<file path="config.mk">
export PLATFORM = sky130hd
export DESIGN_NAME = spot_geom
export DESIGN_NICKNAME = d
export VERILOG_FILES = /design/src/design/spot_pkg.sv /design/src/design/spot_geom.sv
export SDC_FILE = /design/constraint.sdc
export NUM_CORES = 1
export LEC_CHECK = 0
export BUFFER_PORTS_ARGS = -buffer_cell sky130_fd_sc_hd__buf_2
export CAP_MARGIN = 20
export CORE_ASPECT_RATIO = 0.7
export CORE_MARGIN = 8
export CORE_UTILIZATION = 28
export CTS_CLUSTER_DIAMETER = 120
export DETAILED_ROUTE_END_ITERATION = 8
export PLACE_DENSITY = 0.49
export SYNTH_ARGS = -nofsm -noshare
export SYNTH_HDL_FRONTEND = slang
export SYNTH_SLANG_ARGS = --single-unit
</file>
<file path="constraint.sdc">
create_clock -name clk -period 12.6 [get_ports clk]
set_input_delay 2.52 -clock clk [delete_from_list [all_inputs] [get_ports clk]]
set_output_delay 2.52 -clock clk [all_outputs]
set_load 0.005 [all_outputs]
</file>
<file path="src/design/spot_pkg.sv">
// Shared types and constants for the shape pair overlap test.
// No dependencies.
`default_nettype none

package spot_pkg;

	localparam int COORD_WIDTH_DEF = 16;

	// shape kind as carried on the input
	typedef enum logic [1:0] {
		KIND_NONE    = 2'd0,
		KIND_BOX     = 2'd1,
		KIND_CIRCLE  = 2'd2,
		KIND_ELLIPSE = 2'd3
	} kind_t;

	// which test an item takes through the pipe
	typedef enum logic [1:0] {
		MODE_MISS  = 2'd0,
		MODE_BOX   = 2'd1,
		MODE_ROUND = 2'd2,
		MODE_NORM  = 2'd3
	} mode_t;

	// per-item control travelling with the data
	typedef struct packed {
		mode_t mode;
		logic  flag;
	} ctl_t;

endpackage

`default_nettype wire

</file>
<file path="src/design/spot_geom.sv">
// Geometry front end: kind dispatch, doubled centres, extents (stage 1),
// then clamped centre gaps (stage 2). Depends on spot_pkg.
`default_nettype none

module spot_geom #(
	parameter int COORD_WIDTH = spot_pkg::COORD_WIDTH_DEF
) (
	input  logic                          clk,
	input  logic                          arst_n,
	input  logic                          in_valid,
	output logic                          in_ready,
	input  logic [1:0]                    type_a,
	input  logic signed [COORD_WIDTH-1:0] a_left,
	input  logic signed [COORD_WIDTH-1:0] a_top,
	input  logic [COORD_WIDTH-2:0]        a_width,
	input  logic [COORD_WIDTH-2:0]        a_height,
	input  logic [1:0]                    type_b,
	input  logic signed [COORD_WIDTH-1:0] b_left,
	input  logic signed [COORD_WIDTH-1:0] b_top,
	input  logic [COORD_WIDTH-2:0]        b_width,
	input  logic [COORD_WIDTH-2:0]        b_height,
	output logic                          out_valid,
	input  logic                          out_ready,
	output spot_pkg::ctl_t                ctl,
	output logic [COORD_WIDTH+1:0]        ax,
	output logic [COORD_WIDTH+1:0]        ay,
	output logic [COORD_WIDTH-1:0]        sx,
	output logic [COORD_WIDTH-1:0]        sy
);

	localparam int CW = COORD_WIDTH + 2;
	localparam int SZ = COORD_WIDTH - 1;
	localparam int EW = COORD_WIDTH;

	// distance from p to the interval [lo, hi]
	function automatic logic [CW-1:0] gap(input logic signed [CW-1:0] p,
		input logic signed [CW-1:0] lo, input logic signed [CW-1:0] hi);
		logic signed [CW:0] t;
		if (p < lo) begin
			t = (CW+1)'(lo) - (CW+1)'(p);
		end else if (p > hi) begin
			t = (CW+1)'(p) - (CW+1)'(hi);
		end else begin
			t = '0;
		end
		return t[CW-1:0];
	endfunction

	// ---- stage 1 -------------------------------------------------------
	logic signed [CW-1:0] axl, ayt, aws, ahs, bxl, byt, bws, bhs;
	logic signed [CW-1:0] a_cx, a_cy, b_cx, b_cy;
	logic [SZ-1:0]        a_min, b_min;
	logic                 bb_hit;
	spot_pkg::kind_t      ka, kb;
	spot_pkg::mode_t      mode;
	logic                 a_mov;

	// moving shape (m) and fixed shape (f)
	logic signed [CW-1:0] m_cx, m_cy, f_cx, f_cy;
	logic signed [CW-1:0] f_lox, f_hix, f_loy, f_hiy;
	logic [SZ-1:0]        m_w, m_h, m_min, f_w, f_h, f_min;
	logic                 m_circ, f_circ, f_box;

	logic signed [CW-1:0] lox_c, hix_c, loy_c, hiy_c;
	logic [EW-1:0]        sx_c, sy_c;

	assign axl = CW'(a_left);
	assign ayt = CW'(a_top);
	assign bxl = CW'(b_left);
	assign byt = CW'(b_top);
	assign aws = signed'(CW'(a_width));
	assign ahs = signed'(CW'(a_height));
	assign bws = signed'(CW'(b_width));
	assign bhs = signed'(CW'(b_height));

	assign a_cx = (axl <<< 1) + aws;
	assign a_cy = (ayt <<< 1) + ahs;
	assign b_cx = (bxl <<< 1) + bws;
	assign b_cy = (byt <<< 1) + bhs;

	assign a_min = (a_width < a_height) ? a_width : a_height;
	assign b_min = (b_width < b_height) ? b_width : b_height;

	// strict overlap: shared edges do not count
	assign bb_hit = (axl < bxl + bws) && (axl + aws > bxl) &&
	                (ayt < byt + bhs) && (ayt + ahs > byt);

	assign ka = spot_pkg::kind_t'(type_a);
	assign kb = spot_pkg::kind_t'(type_b);

	always_comb begin
		if (ka == spot_pkg::KIND_NONE || kb == spot_pkg::KIND_NONE) begin
			mode = spot_pkg::MODE_MISS;
		end else if (ka == spot_pkg::KIND_BOX && kb == spot_pkg::KIND_BOX) begin
			mode = spot_pkg::MODE_BOX;
		end else if (ka == spot_pkg::KIND_ELLIPSE || kb == spot_pkg::KIND_ELLIPSE) begin
			mode = spot_pkg::MODE_NORM;
		end else begin
			mode = spot_pkg::MODE_ROUND;
		end
	end

	// A moves when it is the circle against a box, or the non-ellipse
	// against an ellipse; otherwise B moves
	assign a_mov = (kb == spot_pkg::KIND_BOX && ka == spot_pkg::KIND_CIRCLE) ||
	               (kb == spot_pkg::KIND_ELLIPSE && ka != spot_pkg::KIND_ELLIPSE);

	always_comb begin
		if (a_mov) begin
			m_cx = a_cx;  m_cy = a_cy;  m_w = a_width;  m_h = a_height;  m_min = a_min;
			m_circ = (ka == spot_pkg::KIND_CIRCLE);
			f_cx = b_cx;  f_cy = b_cy;  f_w = b_width;  f_h = b_height;  f_min = b_min;
			f_circ = (kb == spot_pkg::KIND_CIRCLE);
			f_box  = (kb == spot_pkg::KIND_BOX);
			f_lox = bxl <<< 1;  f_hix = (bxl + bws) <<< 1;
			f_loy = byt <<< 1;  f_hiy = (byt + bhs) <<< 1;
		end else begin
			m_cx = b_cx;  m_cy = b_cy;  m_w = b_width;  m_h = b_height;  m_min = b_min;
			m_circ = (kb == spot_pkg::KIND_CIRCLE);
			f_cx = a_cx;  f_cy = a_cy;  f_w = a_width;  f_h = a_height;  f_min = a_min;
			f_circ = (ka == spot_pkg::KIND_CIRCLE);
			f_box  = (ka == spot_pkg::KIND_BOX);
			f_lox = axl <<< 1;  f_hix = (axl + aws) <<< 1;
			f_loy = ayt <<< 1;  f_hiy = (ayt + ahs) <<< 1;
		end
	end

	always_comb begin
		// centre-to-centre by default: the interval collapses to f's centre
		lox_c = f_cx;
		hix_c = f_cx;
		loy_c = f_cy;
		hiy_c = f_cy;
		sx_c  = '0;
		sy_c  = '0;
		case (mode)
			spot_pkg::MODE_ROUND: begin
				if (f_box) begin
					lox_c = f_lox;
					hix_c = f_hix;
					loy_c = f_loy;
					hiy_c = f_hiy;
				end
				// radius sum, doubled units
				sx_c = EW'(m_min) + (f_circ ? EW'(f_min) : EW'(0));
			end
			spot_pkg::MODE_NORM: begin
				sx_c = EW'(f_w) + (m_circ ? EW'(m_min) : EW'(m_w));
				sy_c = EW'(f_h) + (m_circ ? EW'(m_min) : EW'(m_h));
			end
			default: begin
			end
		endcase
	end

	// ---- stage registers -----------------------------------------------
	logic                 v_s1, v_s2, en_s1, en_s2;
	spot_pkg::ctl_t       ctl_s1, ctl_s2;
	logic signed [CW-1:0] ptx_s1, pty_s1, lox_s1, hix_s1, loy_s1, hiy_s1;
	logic [EW-1:0]        sx_s1, sy_s1, sx_s2, sy_s2;
	logic [CW-1:0]        ax_s2, ay_s2;
	spot_pkg::mode_t      mode2;

	assign en_s2    = !v_s2 || out_ready;
	assign en_s1    = !v_s1 || en_s2;
	assign in_ready = en_s1;

	always_ff @(posedge clk or negedge arst_n) begin
		if (!arst_n) begin
			v_s1 <= 1'b0;
			v_s2 <= 1'b0;
		end else begin
			if (en_s1) v_s1 <= in_valid;
			if (en_s2) v_s2 <= v_s1;
		end
	end

	always_ff @(posedge clk) begin
		if (en_s1) begin
			ctl_s1 <= '{mode: mode, flag: bb_hit};
			ptx_s1 <= m_cx;
			pty_s1 <= m_cy;
			lox_s1 <= lox_c;
			hix_s1 <= hix_c;
			loy_s1 <= loy_c;
			hiy_s1 <= hiy_c;
			sx_s1  <= sx_c;
			sy_s1  <= sy_c;
		end
	end

	// ---- stage 2: gaps, degenerate ellipse axis folds to a miss --------
	always_comb begin
		mode2 = ctl_s1.mode;
		if (ctl_s1.mode == spot_pkg::MODE_NORM && (sx_s1 == '0 || sy_s1 == '0)) begin
			mode2 = spot_pkg::MODE_MISS;
		end
	end

	always_ff @(posedge clk) begin
		if (en_s2) begin
			ctl_s2 <= '{mode: mode2, flag: ctl_s1.flag};
			ax_s2  <= gap(ptx_s1, lox_s1, hix_s1);
			ay_s2  <= gap(pty_s1, loy_s1, hiy_s1);
			sx_s2  <= sx_s1;
			sy_s2  <= sy_s1;
		end
	end

	assign out_valid = v_s2;
	assign ctl       = ctl_s2;
	assign ax        = ax_s2;
	assign ay        = ay_s2;
	assign sx        = sx_s2;
	assign sy        = sy_s2;

endmodule

`default_nettype wire

</file>
# After elaboration in Yosys (flattened, before gate mapping)
# Cells that the tools add are included.
# Widths: inputs -> output; s select.
# totals
output_inout_bits,73
ff_bits,216
wordCells,110
# op_classes
n_eq_ne,10
n_reduce_logical,19
magnitude_cmp,10
add_sub_neg,15
muxes,38
# ops
operator,count
$mux 18,20
$mux 15,11
$add 17x16->18,4
$sub 18x18->18,4
$add 16x16->17,4
$add 15x15->16,3
$gt 18x18->1,2
$lt 18x18->1,2
$gt 17x16->1,2
$lt 16x17->1,2
$logic_not 16->1,2
$pmux 16 s2,1
$lt 15x15->1,2
$eq 2x2->1 const B,7
$logic_and 1x1->1,7
$logic_or 1x1->1,6
$eq 2x1->1 const B,2
$logic_not 2->1,2
$mux 1,4
$mux 2,2
$logic_not 1->1,2
$ne 2x2->1 const B,1

# Longest topological paths before layout
# Gate-level depths: netlist of run 1.
# logic_depth
word_depth,7
mapped_depth,22
depth_no_buf,21

# Worst setup path after synthesis of run 1
# No wires, ideal clock.
# synth_timing
path_kind,input-to-output
start,input out_ready
end,output in_ready
path_buffers,0
arrival_ps,5797
required_time_ps,10080
path_slack_ps,4283
stages,1
path_cell_list,nand3b_1
# synth_between
elab_chain_len,2
# synth_rtl
element,line_no,text
start: declaration,spot_geom.sv:23,"input logic out_ready,"
$logic_or 1x1->1,spot_geom.sv:164,assign en_s2 = !v_s2 || out_ready;
$logic_or 1x1->1,spot_geom.sv:165,assign en_s1 = !v_s1 || en_s2;
end: declaration,spot_geom.sv:11,"output logic in_ready,"
# Every way passes these cells.

# Final worst setup path of run 1
# layout_timing
start,input b_height[1]
end,register sx_s1[14] (data pin)
# layout_between
elab_chain_len,6
word_cells_on_any_way,9
# layout_rtl
element,line_no,text
start: declaration,spot_geom.sv:21,"input logic [COORD_WIDTH-2:0] b_height,"
$lt 15x15->1,spot_geom.sv:82,assign b_min = (b_width < b_height) ? b_width : b_height;
$mux 15 *,spot_geom.sv:82,
$mux 15,spot_geom.sv:109,if (a_mov) begin
$mux 15 (on tied branches),"spot_geom.sv:148, spot_geom.sv:145",
$add 15x15->16 (on tied branches),"spot_geom.sv:148, spot_geom.sv:145",
$pmux 16 s2 *,spot_geom.sv:136,case (mode)
named net sx_c[14],spot_geom.sv:65,"logic [EW-1:0] sx_c, sy_c;"
end signal: assignment,spot_geom.sv:187,sx_s1 <= sx_c;
end: declaration,spot_geom.sv:160,"logic [EW-1:0] sx_s1, sy_s1, sx_s2, sy_s2;"
# Mark *: on every way through the listed nets, which the timed path passes. The rest lies on a longest branch.
# A chain may end at the register's enable or synchronous reset.

==> results of run 1 <==
==> cells in the final DEF, fill, tap and decap left out, drive strengths merged, types with 45 or more instances in the layout <==
cell type / Yosys / layout
a211oi: 75 / 75
a21o: 88 / 88
a21oi: 194 / 194
buf: 27 / 221
edfxtp: 212 / 212
ha: 327 / 327
inv: 188 / 194
mux2i: 60 / 60
nand2: 298 / 298
nand2b: 45 / 45
nand3: 53 / 53
nor2: 208 / 208
nor3: 51 / 51
o21ai: 193 / 193
xnor2: 118 / 118
xor2: 82 / 82
==> report_power, final <==
part | internal, mW | switching (mW) | total, mW
Sequential | 1.02 | 0.0716 | 1.09
Combinational | 0.776 | 1.15 | 1.93
Clock | 0.392 | 0.339 | 0.731
Total | 2.19 | 1.56 | 3.75
==> flip-flops by register name, indices dropped and copies added (netlist names), 3 cells and up <==
signal and count:
hix_s1 17, ctl_s1 3, sy_s1 16, hiy_s1 17, loy_s1 18, ptx_s1 18, ay 18, ax 18
ctl 3, sx 16, sx_s1 16, sy 16, lox_s1 18, pty_s1 18
==> kinds of logic after synthesis <==
| logic type | Yosys count | share of synthesized area [%] |
|---|---|---|
| compound gates | 847 | 23.6 |
| xor+xnor | 200 | 7.40 |
| fa+ha+maj | 342 | 18.5 |
| buf+inv | 270 | 4.40 |
| flops | 214 | 27.1 |
| mux | 69 | 3.30 |
| simple gates | 810 | 15.7 |
==> stage by stage <==
stage / std cells / setup slack (ns)
global placement: 4028 / 4.81
global route: 4076 / 4.90
finish: 4085 / 5.32
floorplan: 2752 / 4.28
CTS: 4074 / 5.39
detailed placement: 4028 / 4.73
==> per-layer routing <==
layer	track usage (%)	vias up
met2	25.1	717
met5	0	-
met3	5.35	101
met1	27.4	10000
li1	-	10600
met4	2.47	28
==> worst paths after layout <==
| kind | cells past startpoint | end | slack, ns | start |
|---|---|---|---|---|
| max | 22 | sx_s1[14]$_DFFE_PP_ | 5.32 | b_height[1] |
| min | 0 | sy[10]$_DFFE_PP_ | 0.43 | sy_s1[10]$_SDFFCE_PP0P_ |
| max reg2reg | 12 | ay[9]$_DFFE_PP_ | 8.49 | loy_s1[0]$_DFFE_PP_ |
| min reg2reg | 0 | sy[10]$_DFFE_PP_ | 0.43 | sy_s1[10]$_SDFFCE_PP0P_ |
| max in group asynchronous | 1 | v_s1$_DFFE_PN0P_ | 10.78 | arst_n |
| min in group asynchronous | 1 | out_valid$_DFFE_PN0P_ | 1.73 | arst_n |
==> cell type report <==
cell class	instances	area, um^2
flip-flops and latches	214	6420
multi-input cells	2268	16300
fillers	8987	57300
clock buffers	30	644
inverters	188	706
repair buffers	221	1150
clock inverters	16	139
diodes	11	27.5
well taps	1137	1420
==> metrics, run 1 <==
syn_nets 3226; Routed WL per cell 21.6 um; post-synth top area share 26.9%; Syn-to-layout area delta 13.0%; period utilisation layout between 50 and 60%; Seq/Total Area, Yosys 27.1%; Critical Path Fanout Max 18; clk slew on worst S/H paths 0.08 ns; Via density roughly 5.3; die area 0.0943 mm^2; Final nets 3392; I/O pins 205; CTS Hold Bufs 0; clk buf depth 3; metal3 WL 7990 um; Worst-Margin Slew 1.05 ns; fmax 0.137 GHz; CTS Buf Count 25; Yosys cell types 84; Finished Cell Area 0.0268 mm^2; Post-synth top cells ha_1, nand2_1, edfxtp_1; DRC Markers 0; Synth area leaders edfxtp_1, ha_1, nand2_1; final WL 88300 um; Final Hold Vio Count 0; CP bufs+invs 2; Mean Syn Cell Area approximately 8.6 um^2; H-tree depth 1; status finished, final reports clean; pin count of the biggest net entering global routing 79; Max Cap Viol 0; Critical-path top delay cell o31ai_4; ys async rst share 0.935%; Sink Count between 200 and 250; crit-path leading delay family compound AO/OA/AOI/OAI gates; final setup violation count 0; buffer count from post-CTS setup fixing 0; total grt overflow 0; CP max stage delay about 0.88 ns; Clk Latency, worst-skew pair 0.60 ns; Met1 Routed Length between 40000 and 50000 um; Worst EP required 12.93 ns; Port Buffers 204; TritonRoute pass-1 iters 6; first-pass GRT wire length between 100000 and 150000 um; CTS resizes 0; HPWL Detailed 72900 um; most frequent cell after synthesis ha_1; Core Box Area 0.0841 mm^2; Main synth FF type edfxtp_1; YS warnings 0; Setup CP Type primary input to flip-flop; Slew HR around 30%; Die Y 259 um; row count 89; final setup TNS 0 ns; Placed Area 0.0260 mm^2; Post-Syn Area 0.0237 mm^2; Top Layer Used met5; crit path cell chain buf_2 > inv_1 > ha_1 > a21o_1 > a21o_1 > a31oi_1 > o21a_1 > o31ai_4 > mux2i_1 > and2_1 > a211oi_1 > ha_1 > fa_1 > a21o_1 > a21oi_1 > o21bai_1 > a31oi_1 > o21ai_0 > o41ai_1 > o21ai_0 > xnor2_1 > o21ai_0; initial antenna violation count 34; Worst setup EP type flip-flop; routed wl met2 34500 um; post-synth top area cell edfxtp_1; crit path DAT approximately 7.6 ns; Final ANT Viol Nets 0; layout cells sized above 1 approximately 10%; total track usage about 18%; Yosys reg bits 214; Final min period 7.28 ns; fin util 31.8%; die width 364 um; CTS tree yes; peak supply drop 104 uV; effective utilization at floorplan 28.2%; EDFF count, synth 212; Pwr Total between 3 and 4 mW; worst hold path type flip-flop to flip-flop; P_leak between 10 and 15 nW; Startpoint Class primary input; vias 21400; gpl congestion 0.917; worst setup skew after layout about 0.044 ns; Hold Slack 0.434 ns; RSZ-0062 raised after global routing no; Synth Instances 2752; Pins Over Slew Limit 0; DR iter-0 viols 1812; vias in the first global route 19900; PwrDens between 100 and 150 mW/mm^2; root buffer cell clkbuf_16
No activity file was read; power rests on OpenSTA's default activity.
==> inputs of run 2 (changes only) <==
--- a/config.mk
+++ b/config.mk
@@ -12,7 +12,7 @@
 export CORE_UTILIZATION = 28
 export CTS_CLUSTER_DIAMETER = 120
 export DETAILED_ROUTE_END_ITERATION = 8
-export PLACE_DENSITY = 0.49
+export PLACE_DENSITY = 0.5
 export SYNTH_ARGS = -nofsm -noshare
 export SYNTH_HDL_FRONTEND = slang
 export SYNTH_SLANG_ARGS = --single-unit
==> constraint.sdc (replaced) <==
create_clock -name clk -period 6.4 [get_ports clk]
set_input_delay 1.28 -clock clk [delete_from_list [all_inputs] [get_ports clk]]
set_output_delay 1.28 -clock clk [all_outputs]
set_load 0.005 [all_outputs]
==> metrics, run 2 (synthesized netlist as in run 1, its figures left out) <==
root buffer cell clkbuf_16; metal3 WL 8730 um; Syn-to-layout area delta 15.2%; Die Y 259 um; row count 89; final setup violation count 0; Met1 Routed Length 45000 um; crit path to sx_s1[14]$_DFFE_PP_; flop-to-flop setup slack 2.09 ns; r2r endpoint ay[9]$_DFFE_PP_; worst hold path type flip-flop to flip-flop; Startpoint Class primary input; status finished, final reports clean; TritonRoute pass-1 iters 5; Worst-Margin Slew 0.996 ns; Worst EP required 6.73 ns; Via density 5.27; Pins Over Slew Limit 0; Final Hold Vio Count 0; Finished Cell Area 0.0273 mm^2; RR Startpoint pty_s1[0]$_DFFE_PP_; commonest non-fill, non-tap cells in the layout ha_1, nand2_1, edfxtp_1; buffer count from post-CTS setup fixing 0; first-pass GRT wire length 131000 um; # fillers 8958; CTS Buf Count 26; total track usage 18.2%; Cell Count, Final, Fillers Out 4147; Reg2Reg Depth 11; PwrDens between 200 and 300 mW/mm^2; Max Cap Viol 0; Setup CP Type primary input to flip-flop; area of the multi-input gates 0.0163 mm^2; CTS tree yes; pin count of the biggest net entering global routing 74; hold depth 0; Clk Latency, worst-skew pair 0.61 ns; Top Layer Used met5; clk slew on worst S/H paths around 0.070 ns; Port Buffers approximately 200; worst setup skew after layout 0.0529 ns; die area approximately 0.094 mm^2; Final nets 3454; effective utilization at floorplan between 20% and 30%; commonest non-fill, non-tap cell in the layout ha_1; I/O pins 205; Worst setup EP type flip-flop; routed wl met2 34700 um; Pwr Total 7.47 mW; vias in the first global route between 15000 and 20000; HPWL Detailed 75400 um; clk buf depth 3; final WL 90000 um; Register Area 0.00642 mm^2; Sink Count between 200 and 250; Core Box Area 0.0841 mm^2; Final min period around 5.7 ns; final setup TNS 0 ns; Placed Cells 4089; Slew HR 31.9%; crit path DAT 5.98 ns; initial antenna violation count 22; total grt overflow 0; fmax 0.177 GHz; DR iter-0 viols 2147; gpl congestion between 0.9 and 1; period utilisation layout 88.3%; H-tree depth 1; P_leak 12.2 nW; peak supply drop roughly 180 uV; Routed WL per cell 21.7 um; RSZ-0062 raised after global routing no; die width 364 um; Final ANT Viol Nets 0; Critical Path Fanout Max 4; DRC Markers 0; vias roughly 22000; Worst Setup SP a_height[5]; Placed Area between 0.02 and 0.03 mm^2; layout cells sized above 1 12.2%; CTS Hold Bufs 0; CTS resizes 0
[run 2: cell count changes in the layout (fill, tap and decap cells not counted), moves of 2 or more]
cell	delta
buf_4	+60
clkinv_1	-2
clkinv_2	+3
clkinvlp_4	+2
inv_6	-4
[run 2: where the power goes]
part,switching [mW],total (mW),internal [mW]
logic,2.27,3.83,1.56
clock network,0.661,1.50,0.836
registers,0.139,2.15,2.01
total,3.07,7.47,4.41
[run 2: final cells by class]
cell class	instances	share of cell area [%]
Inverter	188	2.59
Antenna cell	10	0.0917
Clock buffer	31	2.45
Sequential cell	214	23.5
Timing Repair Buffer	282	5.93
Multi-Input combinational cell	2268	59.6
Clock inverter	17	0.623
Tap cell	1137	5.21
[run 2: how the worst min path moves through the flow]
stage | startpoint | to | slack, ns
floorplan | ctl_s1[0]$_DFFE_PP_ | ctl[0]$_DFFE_PP_ | 0.40
global placement | sy_s1[9]$_SDFFCE_PP0P_ | sy[9]$_DFFE_PP_ | 0.45
detailed placement | sx_s1[1]$_DFFE_PP_ | sx[1]$_DFFE_PP_ | 0.44
CTS | arst_n | v_s1$_DFFE_PN0P_ | 0.44
global route | arst_n | v_s1$_DFFE_PN0P_ | 0.45
finish | sy_s1[9]$_SDFFCE_PP0P_ | sy[9]$_DFFE_PP_ | 0.45
[run 2: worst max-delay path, cell delays in order]
cell	delay (ns)
buf_2	0.15
inv_1	0.09
ha_1	0.29
a21o_1	0.18
a221oi_1	0.28
o21ai_1	0.12
a41oi_1	0.23
o21ai_1	0.10
o21ai_2	0.16
mux2i_1	0.43
a211oi_1	0.20
ha_1	0.28
fa_1	0.46
a21o_1	0.19
a21oi_1	0.21
o21bai_1	0.10
a31oi_1	0.20
o21ai_0	0.15
o41ai_1	0.40
o21ai_0	0.21
xnor2_1	0.16
o21ai_0	0.09
[run 2: stage by stage]
stage                     setup WS [ns]  hold WS (ns)  util, %
after floorplan                   0.369         0.400        -
after global placement            0.197         0.445     31.4
after detailed placement          0.145         0.440     31.4
after CTS                         0.788         0.445     32.4
after global routing              0.351         0.454     32.4
final                             0.749         0.451     32.5
[run 2: metal layers]
metal,GRT usage [%],vias up
met3,5.27,91
met2,25.1,789
met4,2.44,10
met5,0,-
li1,-,10700
met1,28.0,10300
==> inputs of run 3 (changes only) <==
--- a/config.mk
+++ b/config.mk
@@ -5,11 +5,13 @@
 export SDC_FILE = /design/constraint.sdc
 export NUM_CORES = 1
 export LEC_CHECK = 0
+export ABC_AREA = 1
 export BUFFER_PORTS_ARGS = -buffer_cell sky130_fd_sc_hd__buf_2
 export CAP_MARGIN = 20
 export CORE_ASPECT_RATIO = 0.7
 export CORE_MARGIN = 8
 export CORE_UTILIZATION = 28
+export CTS_BUF_LIST = sky130_fd_sc_hd__clkbuf_4 sky130_fd_sc_hd__clkbuf_8
 export CTS_CLUSTER_DIAMETER = 120
 export DETAILED_ROUTE_END_ITERATION = 8
 export PLACE_DENSITY = 0.5
==> metrics, run 3 <==
I/O pins 205; EDFF count, synth 212; syn_nets about 4800; Final ANT Viol Nets 0; Slew HR 40.7%; PwrDens 263 mW/mm^2; Placed Area 0.0300 mm^2; HPWL Detailed 99900 um; flop-to-flop setup slack 3.81 ns; Startpoint Class primary input; commonest non-fill, non-tap cell in the layout nand2_1; Die Y 278 um; Mean Syn Cell Area ~6.4 um^2; Finished Cell Area 0.0308 mm^2; gpl congestion 0.985; Syn-to-layout area delta 12.2%; Setup CP Type primary input to flip-flop; CTS Hold Bufs 0; Post-synth top cells nand2_1, inv_1, nand3_1; first-pass GRT wire length 173000 um; Final Hold Vio Count 0; peak supply drop roughly 110 uV; Critical Path Fanout Max 75; Pins Over Slew Limit 0; DRC Markers 0; Final nets 4964; worst setup skew after layout 0.0374 ns; RSZ-0062 raised after global routing no; Post-Syn Area 0.0275 mm^2; period utilisation layout 79.4%; Worst setup EP type flip-flop; YS warnings 0; Yosys cell types 45; Worst EP required 6.73 ns; RR Startpoint pty_s1[0]$_DFFE_PP_; worst hold path type flip-flop to flip-flop; Port Buffers ~200; Synth area leaders edfxtp_1, nand2_1, ha_1; Synth Instances 4287; Sink Count 214; buffer count from post-CTS setup fixing 0; most used routing layer met1; clk buf depth 3; die area 0.108 mm^2; layout cells sized above 1 under 10%; status finished, final reports clean; CTS tree yes; clk slew on worst S/H paths 0.07 ns; Worst-Margin Slew just under 0.9 ns; most frequent cell after synthesis nand2_1; final WL 119000 um; Reg2Reg Depth 12; pin count of the biggest net entering global routing 142; Main synth FF type edfxtp_1; root buffer cell clkbuf_8; die width just under 400 um; commonest non-fill, non-tap cells in the layout nand2_1, inv_1, nand3_1; vias in the first global route ~27000; Yosys reg bits 214; fmax 0.197 GHz; post-synth top area share 23.2%; ys async rst share 0.935%; crit path DAT roughly 5.4 ns; Worst Setup SP type_a[0]; total track usage 21.0%; post-synth top area cell edfxtp_1; total grt overflow 0; r2r endpoint ay[16]$_DFFE_PP_; DR iter-0 viols 2882; final setup TNS 0 ns; row count 96; initial antenna violation count 10; Routed WL per cell 20.3 um; Core Box Area 0.0977 mm^2; # fillers 11000; Clk Latency, worst-skew pair approximately 0.64 ns; Via density 4.91; final setup violation count 0; GR Util met2 27.7%; H-tree depth 2; Hold Slack 0.426 ns; GR Util met3 5.58%; crit path to sy_s1[15]$_SDFFCE_PP0P_; Cell Count, Final, Fillers Out 5842; TritonRoute pass-1 iters 6; CTS Buf Count 41; Placed Cells 5770; CTS resizes 0; Final min period 5.08 ns; met1 Use GR 33.4%; Seq/Total Area, Yosys 23.4%; effective utilization at floorplan 28.1%; vias 28700; P_leak around 17 nW; Max Cap Viol 0
run 3: changes by cell type in the layout (fill, tap and decap cells not counted), moves of 60 or more:
cell	delta
a211oi_1	-72
a21o_1	-70
a21oi_1	+83
inv_1	+533
mux2i_1	-60
nand2_1	+1069
nand3_1	+385
nor2_1	+67
xnor2_1	-90
run 3: logic make-up after synthesis:
logic type	share of synthesized area, %
fa+ha+maj	16.0
buf+inv	11.4
xor+xnor	3.00
simple gates	34.9
flops	23.4
compound gates	11.3
run 3: power by group:
| part | total [mW] | switching [mW] | internal (mW) |
|---|---|---|---|
| sequential | 2.16 | 0.145 | 2.01 |
| clock | 1.37 | 0.650 | 0.719 |
| combinational | 4.57 | 3.07 | 1.49 |
| total | 8.09 | 3.87 | 4.23 |
run 3: critical path, cell delays in order:
cell	delay, ns
buf_2	0.13
nand2_1	0.09
nand3_1	0.36
nand2_8	0.30
inv_6	0.44
buf_4	0.73
a21oi_1	0.35
a21oi_1	0.46
ha_1	0.37
a21oi_1	0.17
o21ai_0	0.09
a31oi_1	0.23
nand2_1	0.11
nand3_1	0.07
a21oi_1	0.06
run 3: metrics by stage:
step                total power [mW]  setup slack, ns  util (%)
global route                    8.84             1.00      31.6
detailed placement              6.72            0.875      30.8
finish                          8.09             1.32      31.6
CTS                             8.17             1.54      31.6
floorplan                       5.18            0.301         -
global placement                6.73            0.833      30.8
run 3: how the worst min path moves through the flow:
stage                       endpoint           startpoint  cells past startpoint  slack [ns]
6_report            ctl[0]$_DFFE_PP_  ctl_s1[0]$_DFFE_PP_                      0        0.43
4_1_cts        out_valid$_DFFE_PN0P_               arst_n                      1        0.37
2_1_floorplan       ctl[0]$_DFFE_PP_  ctl_s1[0]$_DFFE_PP_                      0        0.40
3_5_place_dp        ctl[0]$_DFFE_PP_  ctl_s1[0]$_DFFE_PP_                      0        0.41
5_1_grt        out_valid$_DFFE_PN0P_               arst_n                      1        0.38
3_3_place_gp        ctl[0]$_DFFE_PP_  ctl_s1[0]$_DFFE_PP_                      0        0.40
run 3: layout make-up:
type	count	area (um^2)	area share [%]
antenna	1	2.50	0.00812
clock buffer	47	609	1.98
clock inverter	24	174	0.564
inverter	724	2730	8.84
multi-input combinational	3273	17900	58.2
sequential	214	6420	20.8
tap	1323	1660	5.37
timing repair buffer	236	1300	4.21
run 3: routing by layer:
metal,routed length (um),vias to the layer above
met5,41,-
li1,-,14400
met1,61800,13100
met3,11600,98
met4,2050,6
met2,43000,1073
